**config.mk**
```make
export PLATFORM = sky130hd
export DESIGN_NAME = heap_sort_engine_core
export DESIGN_NICKNAME = d
export VERILOG_FILES = /design/src/sv/hse_pkg.sv /design/src/sv/hse_mem.sv /design/src/sv/hse_cmp.sv /design/src/sv/heap_sort_engine_core.sv
export VERILOG_INCLUDE_DIRS = /design/src /design/src/sv
export SDC_FILE = /design/constraint.sdc
export NUM_CORES = 2
export LEC_CHECK = 0
export BUFFER_PORTS_ARGS = -buffer_cell sky130_fd_sc_hd__clkbuf_2
export CORE_MARGIN = 2
export CORE_UTILIZATION = 45
export DETAILED_ROUTE_END_ITERATION = 6
export PLACE_DENSITY = 0.6
export SETUP_SLACK_MARGIN = 0.4
export SYNTH_ARGS = -nofsm -noshare
export SYNTH_HDL_FRONTEND = slang
export SYNTH_SLANG_ARGS = --single-unit
```
**constraint.sdc**
```tcl
create_clock -name i_clk -period 8.45 [get_ports i_clk]
set_input_delay 1.2675 -clock i_clk [delete_from_list [all_inputs] [get_ports i_clk]]
set_output_delay 1.2675 -clock i_clk [all_outputs]
set_load 0.005 [all_outputs]
```
**src/sv/heap_sort_engine_core_macros.svh**
```systemverilog
// Assertion macros shared by the heap sort engine RTL.
// No dependencies; included by files that carry concurrent checks.
`ifndef HEAP_SORT_ENGINE_CORE_MACROS_SVH
`define HEAP_SORT_ENGINE_CORE_MACROS_SVH

// Implication checked on every rising edge outside reset.
`define HSE_ASSERT_IMP(label, clk, rst_n, ante, cons, msg) \
    label: assert property (@(posedge clk) disable iff (!(rst_n)) (ante) |-> (cons)) \
        else $error(msg);

// Condition that must hold on every rising edge outside reset.
`define HSE_ASSERT_ALWAYS(label, clk, rst_n, cond, msg) \
    label: assert property (@(posedge clk) disable iff (!(rst_n)) (cond)) \
        else $error(msg);

`endif

```
**src/sv/hse_pkg.sv**
```systemverilog
// Package for the heap sort engine: fixed port widths and compare result type.
// No dependencies.
package hse_pkg;

    localparam int unsigned IN_W   = 32;  // key_value port width
    localparam int unsigned OUT_W  = 32;  // sorted_value port width
    localparam int unsigned WIDE_W = 64;  // widest supported key

    // Result of one compare step of the sift-down
    typedef struct packed {
        logic take_right;  // right child chosen
        logic swap;        // parent strictly smaller than chosen child
    } t_cmp_res;

endpackage

```
**src/sv/hse_mem.sv**
```systemverilog
// Key store: one write port, two registered read ports.
// No dependencies.
module hse_mem #(
    parameter int unsigned DEPTH = 64,
    parameter int unsigned WIDTH = 32
) (
    input  logic                     i_clk,
    input  logic                     i_we,
    input  logic [$clog2(DEPTH)-1:0] i_waddr,
    input  logic [WIDTH-1:0]         i_wdata,
    input  logic [$clog2(DEPTH)-1:0] i_raddr_a,
    input  logic [$clog2(DEPTH)-1:0] i_raddr_b,
    output logic [WIDTH-1:0]         o_rdata_a,
    output logic [WIDTH-1:0]         o_rdata_b
);

    logic [WIDTH-1:0] r_mem [DEPTH];

    always_ff @(posedge i_clk) begin
        if (i_we) begin
            r_mem[i_waddr] <= i_wdata;
        end
        o_rdata_a <= r_mem[i_raddr_a];
        o_rdata_b <= r_mem[i_raddr_b];
    end

endmodule

```
**src/sv/hse_cmp.sv**
```systemverilog
// Shared compare unit of the sift-down: child choice and swap decision.
// Depends on hse_pkg.
module hse_cmp
    import hse_pkg::*;
#(
    parameter int unsigned WIDTH = 32
) (
    input  logic [WIDTH-1:0] i_node_val,
    input  logic [WIDTH-1:0] i_left_val,
    input  logic [WIDTH-1:0] i_right_val,
    input  logic             i_right_ok,
    output t_cmp_res         o_res,
    output logic [WIDTH-1:0] o_pick_val
);

    // ties go to the right child
    always_comb begin
        o_res.take_right = i_right_ok && (i_left_val <= i_right_val);
        o_pick_val       = o_res.take_right ? i_right_val : i_left_val;
        o_res.swap       = i_node_val < o_pick_val;
    end

endmodule

```
**src/sv/heap_sort_engine_core.sv**
```systemverilog
// Heap sort engine top level: load sequencer, heap build/extract and emit.
// Depends on hse_pkg, hse_mem, hse_cmp and heap_sort_engine_core_macros.svh.
//
//  channel   | handshake                 | payload
//  ----------+---------------------------+-------------------------------------
//  request   | start / busy (accept when | i_key_value, i_is_last
//            | start high and busy low)  |
//  result    | o_result_valid, 1 cycle   | o_sorted_value, o_last_out, o_overflow
//
// A key request without is_last is taken at once; busy stays low.
// The is_last request starts the sort of N stored keys: a heap build and extraction
// paced by the single compare unit and the two read ports of the key store,
// then the N results, one key per cycle, each strobed in the cycle after its read.
// busy rises the cycle after the is_last request and falls as the final result shows.
// Results cannot be stalled; synchronous active-low reset clears control state only.
`include "heap_sort_engine_core_macros.svh"

module heap_sort_engine_core
    import hse_pkg::*;
#(
    parameter int unsigned STORE_DEPTH = 64,
    parameter int unsigned KEY_WIDTH   = 32
) (
    input  logic             i_clk,
    input  logic             i_rst_n,
    input  logic             start,
    output logic             busy,
    input  logic [IN_W-1:0]  i_key_value,
    input  logic             i_is_last,
    output logic             o_result_valid,
    output logic [OUT_W-1:0] o_sorted_value,
    output logic             o_last_out,
    output logic             o_overflow
);

    localparam int unsigned AW = $clog2(STORE_DEPTH);      // store index
    localparam int unsigned CW = $clog2(STORE_DEPTH + 1);  // key count

    typedef enum logic [3:0] {
        ST_IDLE,     // loading keys
        ST_SORT,     // set up heap build
        ST_TOP,      // read the sift root
        ST_NODE,     // capture the sift root value
        ST_CHILD,    // read both children
        ST_CMP,      // compare, move chosen child up
        ST_PUT,      // drop the held value into the hole
        ST_SWAP_RD,  // read root and heap end
        ST_SWAP_WR,  // root to heap end, end value held for sift
        ST_EMIT      // stream the sorted keys
    } t_state;

    t_state            r_state;
    logic [CW-1:0]     r_count;     // keys stored in this set
    logic              r_dropped;   // a key of this set was lost
    logic              r_extract;   // 0: heap build, 1: extraction
    logic [AW-1:0]     r_top;       // build: current sift root
    logic [AW-1:0]     r_node;      // sift: current hole
    logic [AW-1:0]     r_hend;      // sift: last index in the heap
    logic [AW-1:0]     r_idx;       // extract: heap end being filled
    logic [AW-1:0]     r_k;         // emit index
    logic [KEY_WIDTH-1:0] r_node_val;  // value travelling down the heap
    logic              r_valid;
    logic              r_last;
    logic              r_ovf;

    // memory port
    logic                 w_we;
    logic [AW-1:0]        w_waddr;
    logic [KEY_WIDTH-1:0] w_wdata;
    logic [AW-1:0]        w_raddr_a;
    logic [AW-1:0]        w_raddr_b;
    logic [KEY_WIDTH-1:0] w_rd_a;
    logic [KEY_WIDTH-1:0] w_rd_b;

    // compare unit
    t_cmp_res             w_cmp;
    logic [KEY_WIDTH-1:0] w_pick_val;

    logic                 w_accept;
    logic [CW-1:0]        w_cnt_m1;
    logic [CW-1:0]        w_half_m1;
    logic [AW+1:0]        w_left;
    logic [AW+1:0]        w_right;
    logic [AW+1:0]        w_hend_x;
    logic                 w_right_ok;
    logic [WIDE_W-1:0]    w_key_wide;
    logic [WIDE_W-1:0]    w_out_wide;

    assign w_accept   = start && !busy;
    assign w_cnt_m1   = r_count - CW'(1);
    assign w_half_m1  = (r_count >> 1) - CW'(1);
    assign w_left     = {1'b0, r_node, 1'b1};
    assign w_right    = w_left + (AW+2)'(1);
    assign w_hend_x   = {2'b00, r_hend};
    assign w_right_ok = w_right <= w_hend_x;
    assign w_key_wide = WIDE_W'(i_key_value);
    assign w_out_wide = WIDE_W'(w_rd_a);

    hse_mem #(
        .DEPTH (STORE_DEPTH),
        .WIDTH (KEY_WIDTH)
    ) u_mem (
        .i_clk     (i_clk),
        .i_we      (w_we),
        .i_waddr   (w_waddr),
        .i_wdata   (w_wdata),
        .i_raddr_a (w_raddr_a),
        .i_raddr_b (w_raddr_b),
        .o_rdata_a (w_rd_a),
        .o_rdata_b (w_rd_b)
    );

    hse_cmp #(
        .WIDTH (KEY_WIDTH)
    ) u_cmp (
        .i_node_val  (r_node_val),
        .i_left_val  (w_rd_a),
        .i_right_val (w_rd_b),
        .i_right_ok  (w_right_ok),
        .o_res       (w_cmp),
        .o_pick_val  (w_pick_val)
    );

    // store port steering
    always_comb begin
        w_we      = 1'b0;
        w_waddr   = r_node;
        w_wdata   = r_node_val;
        w_raddr_a = r_node;
        w_raddr_b = r_node;
        unique case (r_state)
            ST_IDLE: begin
                w_we    = w_accept && (r_count < CW'(STORE_DEPTH));
                w_waddr = r_count[AW-1:0];
                w_wdata = w_key_wide[KEY_WIDTH-1:0];
            end
            ST_CHILD: begin
                w_raddr_a = w_left[AW-1:0];
                w_raddr_b = w_right[AW-1:0];
            end
            ST_CMP: begin
                // chosen child moves up into the hole
                w_we    = w_cmp.swap;
                w_wdata = w_pick_val;
            end
            ST_PUT: begin
                w_we = 1'b1;
            end
            ST_SWAP_RD: begin
                w_raddr_a = '0;
                w_raddr_b = r_idx;
            end
            ST_SWAP_WR: begin
                w_we    = 1'b1;
                w_waddr = r_idx;
                w_wdata = w_rd_a;
            end
            ST_EMIT: begin
                w_raddr_a = r_k;
            end
            default: begin
            end
        endcase
    end

    always_ff @(posedge i_clk) begin
        if (!i_rst_n) begin
            r_state   <= ST_IDLE;
            r_count   <= '0;
            r_dropped <= 1'b0;
            r_extract <= 1'b0;
            r_valid   <= 1'b0;
            r_last    <= 1'b0;
            r_ovf     <= 1'b0;
        end else begin
            r_valid <= 1'b0;
            unique case (r_state)
                ST_IDLE: begin
                    if (w_accept) begin
                        if (r_count < CW'(STORE_DEPTH)) begin
                            r_count <= r_count + CW'(1);
                        end else begin
                            r_dropped <= 1'b1;
                        end
                        if (i_is_last) begin
                            r_state <= ST_SORT;
                        end
                    end
                end
                ST_SORT: begin
                    r_k <= '0;
                    if (r_count < CW'(2)) begin
                        r_state <= ST_EMIT;
                    end else begin
                        r_top     <= w_half_m1[AW-1:0];
                        r_node    <= w_half_m1[AW-1:0];
                        r_hend    <= w_cnt_m1[AW-1:0];
                        r_idx     <= w_cnt_m1[AW-1:0];
                        r_extract <= 1'b0;
                        r_state   <= ST_TOP;
                    end
                end
                ST_TOP: begin
                    r_state <= ST_NODE;
                end
                ST_NODE: begin
                    r_node_val <= w_rd_a;
                    r_state    <= ST_CHILD;
                end
                ST_CHILD: begin
                    if (w_left > w_hend_x) begin
                        r_state <= ST_PUT;
                    end else begin
                        r_state <= ST_CMP;
                    end
                end
                ST_CMP: begin
                    if (w_cmp.swap) begin
                        r_node  <= w_cmp.take_right ? w_right[AW-1:0] : w_left[AW-1:0];
                        r_state <= ST_CHILD;
                    end else begin
                        r_state <= ST_PUT;
                    end
                end
                ST_PUT: begin
                    if (!r_extract) begin
                        if (r_top == '0) begin
                            r_extract <= 1'b1;
                            r_state   <= ST_SWAP_RD;
                        end else begin
                            r_top   <= r_top - AW'(1);
                            r_node  <= r_top - AW'(1);
                            r_state <= ST_TOP;
                        end
                    end else if (r_idx == AW'(1)) begin
                        r_state <= ST_EMIT;
                    end else begin
                        r_idx   <= r_idx - AW'(1);
                        r_state <= ST_SWAP_RD;
                    end
                end
                ST_SWAP_RD: begin
                    r_state <= ST_SWAP_WR;
                end
                ST_SWAP_WR: begin
                    // old root parked at the heap end, end value sifts from the root
                    r_node_val <= w_rd_b;
                    r_node     <= '0;
                    r_hend     <= r_idx - AW'(1);
                    r_state    <= ST_CHILD;
                end
                ST_EMIT: begin
                    // read data lands with the strobe in the following cycle
                    r_valid <= 1'b1;
                    r_last  <= (r_k == w_cnt_m1[AW-1:0]);
                    r_ovf   <= r_dropped;
                    if (r_k == w_cnt_m1[AW-1:0]) begin
                        r_count   <= '0;
                        r_dropped <= 1'b0;
                        r_state   <= ST_IDLE;
                    end else begin
                        r_k <= r_k + AW'(1);
                    end
                end
                default: begin
                    r_state <= ST_IDLE;
                end
            endcase
        end
    end

    assign busy           = (r_state != ST_IDLE);
    assign o_result_valid = r_valid;
    assign o_sorted_value = w_out_wide[OUT_W-1:0];
    assign o_last_out     = r_last;
    assign o_overflow     = r_ovf;

    `HSE_ASSERT_IMP(a_strobe_after_emit, i_clk, i_rst_n, r_valid,
                    $past(r_state == ST_EMIT), "result strobe without emit cycle")
    `HSE_ASSERT_IMP(a_last_clears_set, i_clk, i_rst_n, r_valid && r_last,
                    (r_state == ST_IDLE) && (r_count == '0) && !r_dropped,
                    "set state not cleared after final result")
    `HSE_ASSERT_ALWAYS(a_count_bound, i_clk, i_rst_n, r_count <= CW'(STORE_DEPTH),
                       "key count beyond store depth")
    `HSE_ASSERT_IMP(a_cmp_in_heap, i_clk, i_rst_n, r_state == ST_CMP,
                    w_left <= w_hend_x, "compare on a child outside the heap")

endmodule
```
# Word level (Yosys, flattened, before mapping)
# Memories as Yosys holds them, arrays and structs flattened. A register that Yosys moved wholly into a read port is not among the register bits.
# Index checks and enable logic that the tools add are counted.
[op_classes] addsub=7 order_cmp=6 n_eq_ne=23 n_mux=46 n_reduce_logical=25
[op_table] op="case mux 32 bit (3 select lines)" n=1
[op_table] op="case mux 6 bit (2 select lines)" n=6
[op_table] op="case mux 32 bit (2 select lines)" n=1
[op_table] op="two-way mux 6 bit" n=9
[op_table] op="case mux 4 bit (9 select lines)" n=1
[op_table] op="<= comparator 32 bit" n=1
[op_table] op="< comparator 32 bit" n=1
[op_table] op="two-way mux 32 bit" n=1
[op_table] op="two-way mux 4 bit" n=6
[op_table] op="case mux 6 bit (4 select lines)" n=1
[op_table] op="subtractor 6 x 1 -> 6 bit (second input constant)" n=4
[op_table] op="inequality test 2 bit (second input constant)" n=11
[op_table] op="two-way mux 7 bit" n=3
[op_table] op="case mux 6 bit (3 select lines)" n=1
[op_table] op="equality test 4 x 3 -> 1 bit (second input constant)" n=4
[op_table] op="case mux 7 bit (2 select lines)" n=1
[op_table] op="AND reduction 5 bit" n=2
[op_table] op="nonzero test 2 bit" n=5
[op_table] op="two-way mux 1 bit" n=9
[op_table] op="AND reduction 3 bit" n=3
[op_table] op="adder 7 x 1 -> 8 bit (second input constant)" n=1
[op_table] op="equality test 4 x 2 -> 1 bit (second input constant)" n=2
[op_table] op="equality test 4 bit (second input constant)" n=2
[op_table] op="<= comparator 8 x 6 -> 1 bit" n=1
[op_table] op="other kinds (22)" n=30
[word_totals] reg_bits=78 mem_bits_rw=2048 in_bits=36 out_inout_bits=36 wordCells=121 n_memories=1
[mem_list] memory="u_mem.r_mem" words=64 width=32 read_ports=2 rd_ports_with_merged_regs=2 wr=1 line="hse_mem.sv:17" text="logic [WIDTH-1:0] r_mem [DEPTH];"

# Longest topological paths before layout
[logic_depth] word_depth=8 depth_mapped=23 mapped_depth_nobuf=20

# Cells and area by module
# From an unflattened synthesis, not the netlist that was laid out.
[unflattened] hier_cells=5276 hier_area_um2=103749.5
[modules_own_cells] mod="hse_mem" instances=1 cells_per_inst=4409 area_per_inst_um2=95715.5 seq_area_each_um2=62780.2
[modules_own_cells] mod="heap_sort_engine_core" instances=1 cells_per_inst=592 area_per_inst_um2=5594.1 seq_area_each_um2=2182.1
[modules_own_cells] mod="hse_cmp" instances=1 cells_per_inst=275 area_per_inst_um2=2439.8 seq_area_each_um2=0.0

# Least setup slack after synthesis
# OpenSTA, ideal clock, no wires.
[synth_timing] path_kind="flip-flop to flip-flop" startpoint="register r_node[2]" endpoint="memory u_mem.r_mem[60][0] (enable)" setup_ns=0.461 arrival_time_ns=6.815 required_time_ns=7.989 slack_ns=1.174 path_stages_with_launch=21 n_path_buf=4 synth_period_minus_slack_ns=7.276 cell_sequence="edfxtp_1 buf_2 and3_1 xor2_1 ha_1 a211oi_1 o21ai_0 o221ai_1 o21ai_0 nor3_1 buf_2 buf_1 mux2i_1 ha_1 a2111oi_0 and2_1 o31a_1 o31a_1 a32oi_1 clkbuf_1 nor3_1"
[synth_via] elab_chain_cells=8 word_cells_on_any_way=9 classes_between="add/sub (1); order compare (2); mux (5); reduce/logical (1)"
[synth_rtl] element="start: declaration" line="heap_sort_engine_core.sv:57" text="logic [AW-1:0] r_node;"
[synth_rtl] element="start signal: assignment" line="heap_sort_engine_core.sv:196" text="r_node <= w_half_m1[AW-1:0];"
[synth_rtl] element="start signal: assignment" line="heap_sort_engine_core.sv:219" text="r_node <= w_cmp.take_right ? w_right[AW-1:0] : w_left[AW-1:0];"
[synth_rtl] element="start signal: assignment" line="heap_sort_engine_core.sv:232" text="r_node <= r_top - AW'(1);"
[synth_rtl] element="adder 7 x 1 -> 8 bit" line="heap_sort_engine_core.sv:93" text="assign w_right = w_left + (AW+2)'(1);"
[synth_rtl] element="<= comparator 8 x 6 -> 1 bit" line="heap_sort_engine_core.sv:95" text="assign w_right_ok = w_right <= w_hend_x;"
[synth_rtl] element="logical AND 1 bit" line="hse_cmp.sv:18" text="o_res.take_right = i_right_ok && (i_left_val <= i_right_val);"
[synth_rtl] element="two-way mux 32 bit" line="hse_cmp.sv:19" text="o_pick_val = o_res.take_right ? i_right_val : i_left_val;"
[synth_rtl] element="< comparator 32 bit" line="hse_cmp.sv:20" text="o_res.swap = i_node_val < o_pick_val;"
[synth_rtl] element="case mux 1 bit (3 select lines)" line="heap_sort_engine_core.sv:131" text="unique case (r_state)"
[synth_rtl] element="two-way mux 1 bit" line="hse_mem.sv:20" text="if (i_we) begin"
[synth_rtl] element="two-way mux 1 bit (implied by the code)" line="hse_mem.sv:21" text="r_mem[i_waddr] <= i_wdata;"
[synth_rtl] element="end: declaration" line="hse_mem.sv:17"
# Parallel ways exist; a longest one is shown, timed or not.

# Worst setup path in the final report
[layout_timing] startpoint="register r_node[2]" endpoint="memory u_mem.r_mem[20][8] (enable)"
# The elaborated chain is that of the path after synthesis.

==> flow_summary.toml <==
[run_status]
status = "complete, but fails checks"
violations = "DRC, capacitance limit, slew limit"

[critical_path]
start_kind = "flip-flop"
cp-end-kind = "flip-flop"
cp.required_ns = 9.01
critPathKind = "flip-flop to flip-flop"
crit_path_max_fanout = 31
worstPathArrival_ns = 7.98

[sta]
hold_violations = 0
clock_skew_ns = 0.0364
slew_headroom_pct = -6.06
setup_ws_ns = 1.03
max_clock_freq_ghz = 0.135
min_period_over_period_pct = 87.8
setup_viol = 0
max_slew.worst_pin.slew_ns = 1.58
slew_violations = 5
fin_tns_setup_ns = 0
rsz0062_at_grt = "no"
period_needed_ns = 7.42

[synthesis]
syn_inst = 9822
synth_fa_ha_area_share_pct = 0.977
synth_compound_gate_area_share_pct = 11.3
synth_xor_area_share_pct = 0.337
ys_ff_latch = 2190
synthFlopType = "edfxtp_1"
yosysWarnings = 0
synth.avg_cell_area_um2 = 10.8
synth_top_family_by_area = "simple AND/OR/NAND/NOR gates"
netlist_area_um2 = 106000
synth_nets = 9941
synth-edff-count = 2110
async_flop_share_pct = 0
synth_simple_gate_area_share_pct = 18.2
yosysUniqueCellTypes = 86
yosys-mux-area-fraction_pct = 4.73
synth_seq_area_share_pct = 61.1

[clock_network]
cts_root_buffer = "clkbuf_16"
cts_tree = "yes"
post_cts_buffers = 0
numCtsBuffers = 230
clock_latency_ns = 0.90
cts_resized = 0
clock_sinks = 2190
hold_buffers = 0
clk_pin_slew_worst_paths_ns = 0.06
cts_buffer_depth = 3
htree_levels = 4

[power_and_ir_drop]
p_leak_uw = 0.0411
total_power_uw = 51300
powerDensity_nw_per_um2 = 430
ir_worst_vdd_v = 0.000407

[routing]
wl_per_cell_um = 32.0
drtAntennaViolNets = 0
via_per_inst = 6.67
initialDrtViolationCount = 15400
first_pass_iters = 7
num_vias = 87200
drt_wl_total_um = 418000
drcViolationCount = 36

[die]
die_area_um2 = 240000
fp.dieW_um = 490
io_pins = 72
core-area_um2 = 235000
initial_core_util_pct = 45.2
die_y_um = 490
rows = 178

[run]
maxCapViolations = 1

[grt]
grt_pass1_wl_um = 588000
grtUsageTotal_pct = 33.5
grt_pass1_vias = 79600
antenna_found_initial = 60
grt_overflow = 0
grt_max_degree = 154

[final_layout]
instances_no_fill = 13100
drive_gt1_share_pct = 9.95
fillers = 20400
final_nets = 9808
regArea_um2 = 65000
multi_input_comb_area_um2 = 38800
areaGrowthSynthToFinish_pct = 12.4
utilization_pct = 50.8

[hold_path]
hold_class = "flip-flop to flip-flop"

[placed_design]
pre_cts_ws_ns = 1.26
placedCellCount = 12600
numPortBuffers = 71
dpl.hpwl_um = 270000
place_congestion = 1.01
-- metal layers --
| layer | track usage, % | routed length (um) |
|---|---|---|
| met5 | 0.298 | 338 |
| met4 | 11.4 | 16200 |
| met3 | 11.5 | 60500 |
| met2 | 48.1 | 178000 |
| met1 | 47.0 | 164000 |
-- sequential cells by signal, summed over array words and instances (netlist names), 4 cells and up --
register         count
u_mem.o_rdata_a     32
r_state              4
r_idx                6
u_mem.o_rdata_b     32
r_hend               6
r_node               6
r_node_val          32
r_k                  6
r_top                6
u_mem.r_mem       2048
r_count              7
-- cells in the final DEF (no fill, tap or decap), types with 83 or more instances in the layout --
master / instances
nor2_1: 95
a211oi_1: 295
ha_1: 83
edfxtp_1: 2110
and3_1: 300
buf_12: 86
nand2_1: 2742
mux2i_1: 422
a31oi_1: 313
clkbuf_16: 235
a32oi_1: 156
nand3_1: 866
buf_4: 257
a21oi_1: 370
o21ai_0: 226
-- power breakdown --
group | internal [uW] | switching, uW
clock | 5720 | 4410
sequential | 15800 | 449
combinational | 5740 | 19200
-- kinds of logic after synthesis --
| logic type | count (synthesis) |
|---|---|
| xor gates and xnor gates | 36 |
| and+or+nand+nor | 4414 |
| AOI/OAI and AO/OA | 1780 |
| muxes | 481 |
| adders and majority gates | 83 |
| DFF | 2190 |
| buffers and inverters | 838 |
-- metrics by stage --
stage | hold slack [ns] | instance area (um^2)
3_3_place_gp | 0.440 | 112000
2_1_floorplan | 0.432 | 106000
3_5_place_dp | 0.458 | 112000
6_report | 0.462 | 119000
5_1_grt | 0.477 | 119000
4_1_cts | 0.466 | 119000
-- worst paths after layout --
check,from,slack [ns],cells past startpoint,end
setup / recovery,r_node[2],1.03,22,u_mem.r_mem[20][8]
hold / removal,o_overflow,0.46,2,o_overflow
setup reg to reg,r_node[2],1.03,22,u_mem.r_mem[20][8]
hold reg to reg,o_overflow,0.46,2,o_overflow
-- cell usage after synthesis, types with 31 or more instances --
| library cell | n | area [um^2] |
|---|---|---|
| a211oi_1 | 295 | 2210 |
| a21oi_1 | 374 | 1870 |
| a221oi_1 | 55 | 482 |
| a222oi_1 | 31 | 310 |
| a31oi_1 | 313 | 1960 |
| a32o_1 | 46 | 460 |
| a32oi_1 | 157 | 1380 |
| and3_1 | 300 | 1880 |
| buf_1 | 60 | 225 |
| buf_2 | 208 | 1040 |
| buf_4 | 43 | 323 |
| clkbuf_1 | 465 | 1750 |
| dfxtp_1 | 80 | 1600 |
| edfxtp_1 | 2110 | 63400 |
| ha_1 | 83 | 1040 |
| inv_1 | 58 | 218 |
| mux2_2 | 47 | 529 |
| mux2i_1 | 422 | 4220 |
| nand2_1 | 2752 | 10300 |
| nand3_1 | 866 | 4330 |
| nand4_1 | 69 | 432 |
| nor2_1 | 144 | 541 |
| nor3_1 | 82 | 410 |
| nor4_1 | 68 | 425 |
| o2111ai_1 | 60 | 526 |
| o21ai_0 | 259 | 1300 |
| o22ai_1 | 74 | 463 |
| or4_1 | 33 | 248 |
-- critical path: stages, from the launching register on --
cell	delay, ns
edfxtp_1	0.76
nand3_1	0.52
xor2_1	0.36
inv_1	0.07
ha_1	0.19
a211oi_1	0.21
o21ai_0	0.12
o221ai_1	0.09
o21ai_0	0.16
buf_4	0.21
nor3_2	0.21
buf_4	0.44
mux2i_1	0.40
ha_1	0.20
nand4_1	0.16
or4_1	0.60
or3_1	0.39
o31a_1	0.29
buf_4	0.17
a32oi_4	0.60
buf_4	0.43
nor3_2	0.10
buf_4	0.32
-- cell type report --
class	count	share of cell area [%]
flip-flops and latches	2190	54.4
diodes	19	0.0398
inverters	59	0.185
well taps	3150	3.30
multi-input cells	6794	32.5
clock buffers	283	5.08
repair buffers	414	3.35
clock inverters	152	1.11
Power figures use the tool's default switching activity.
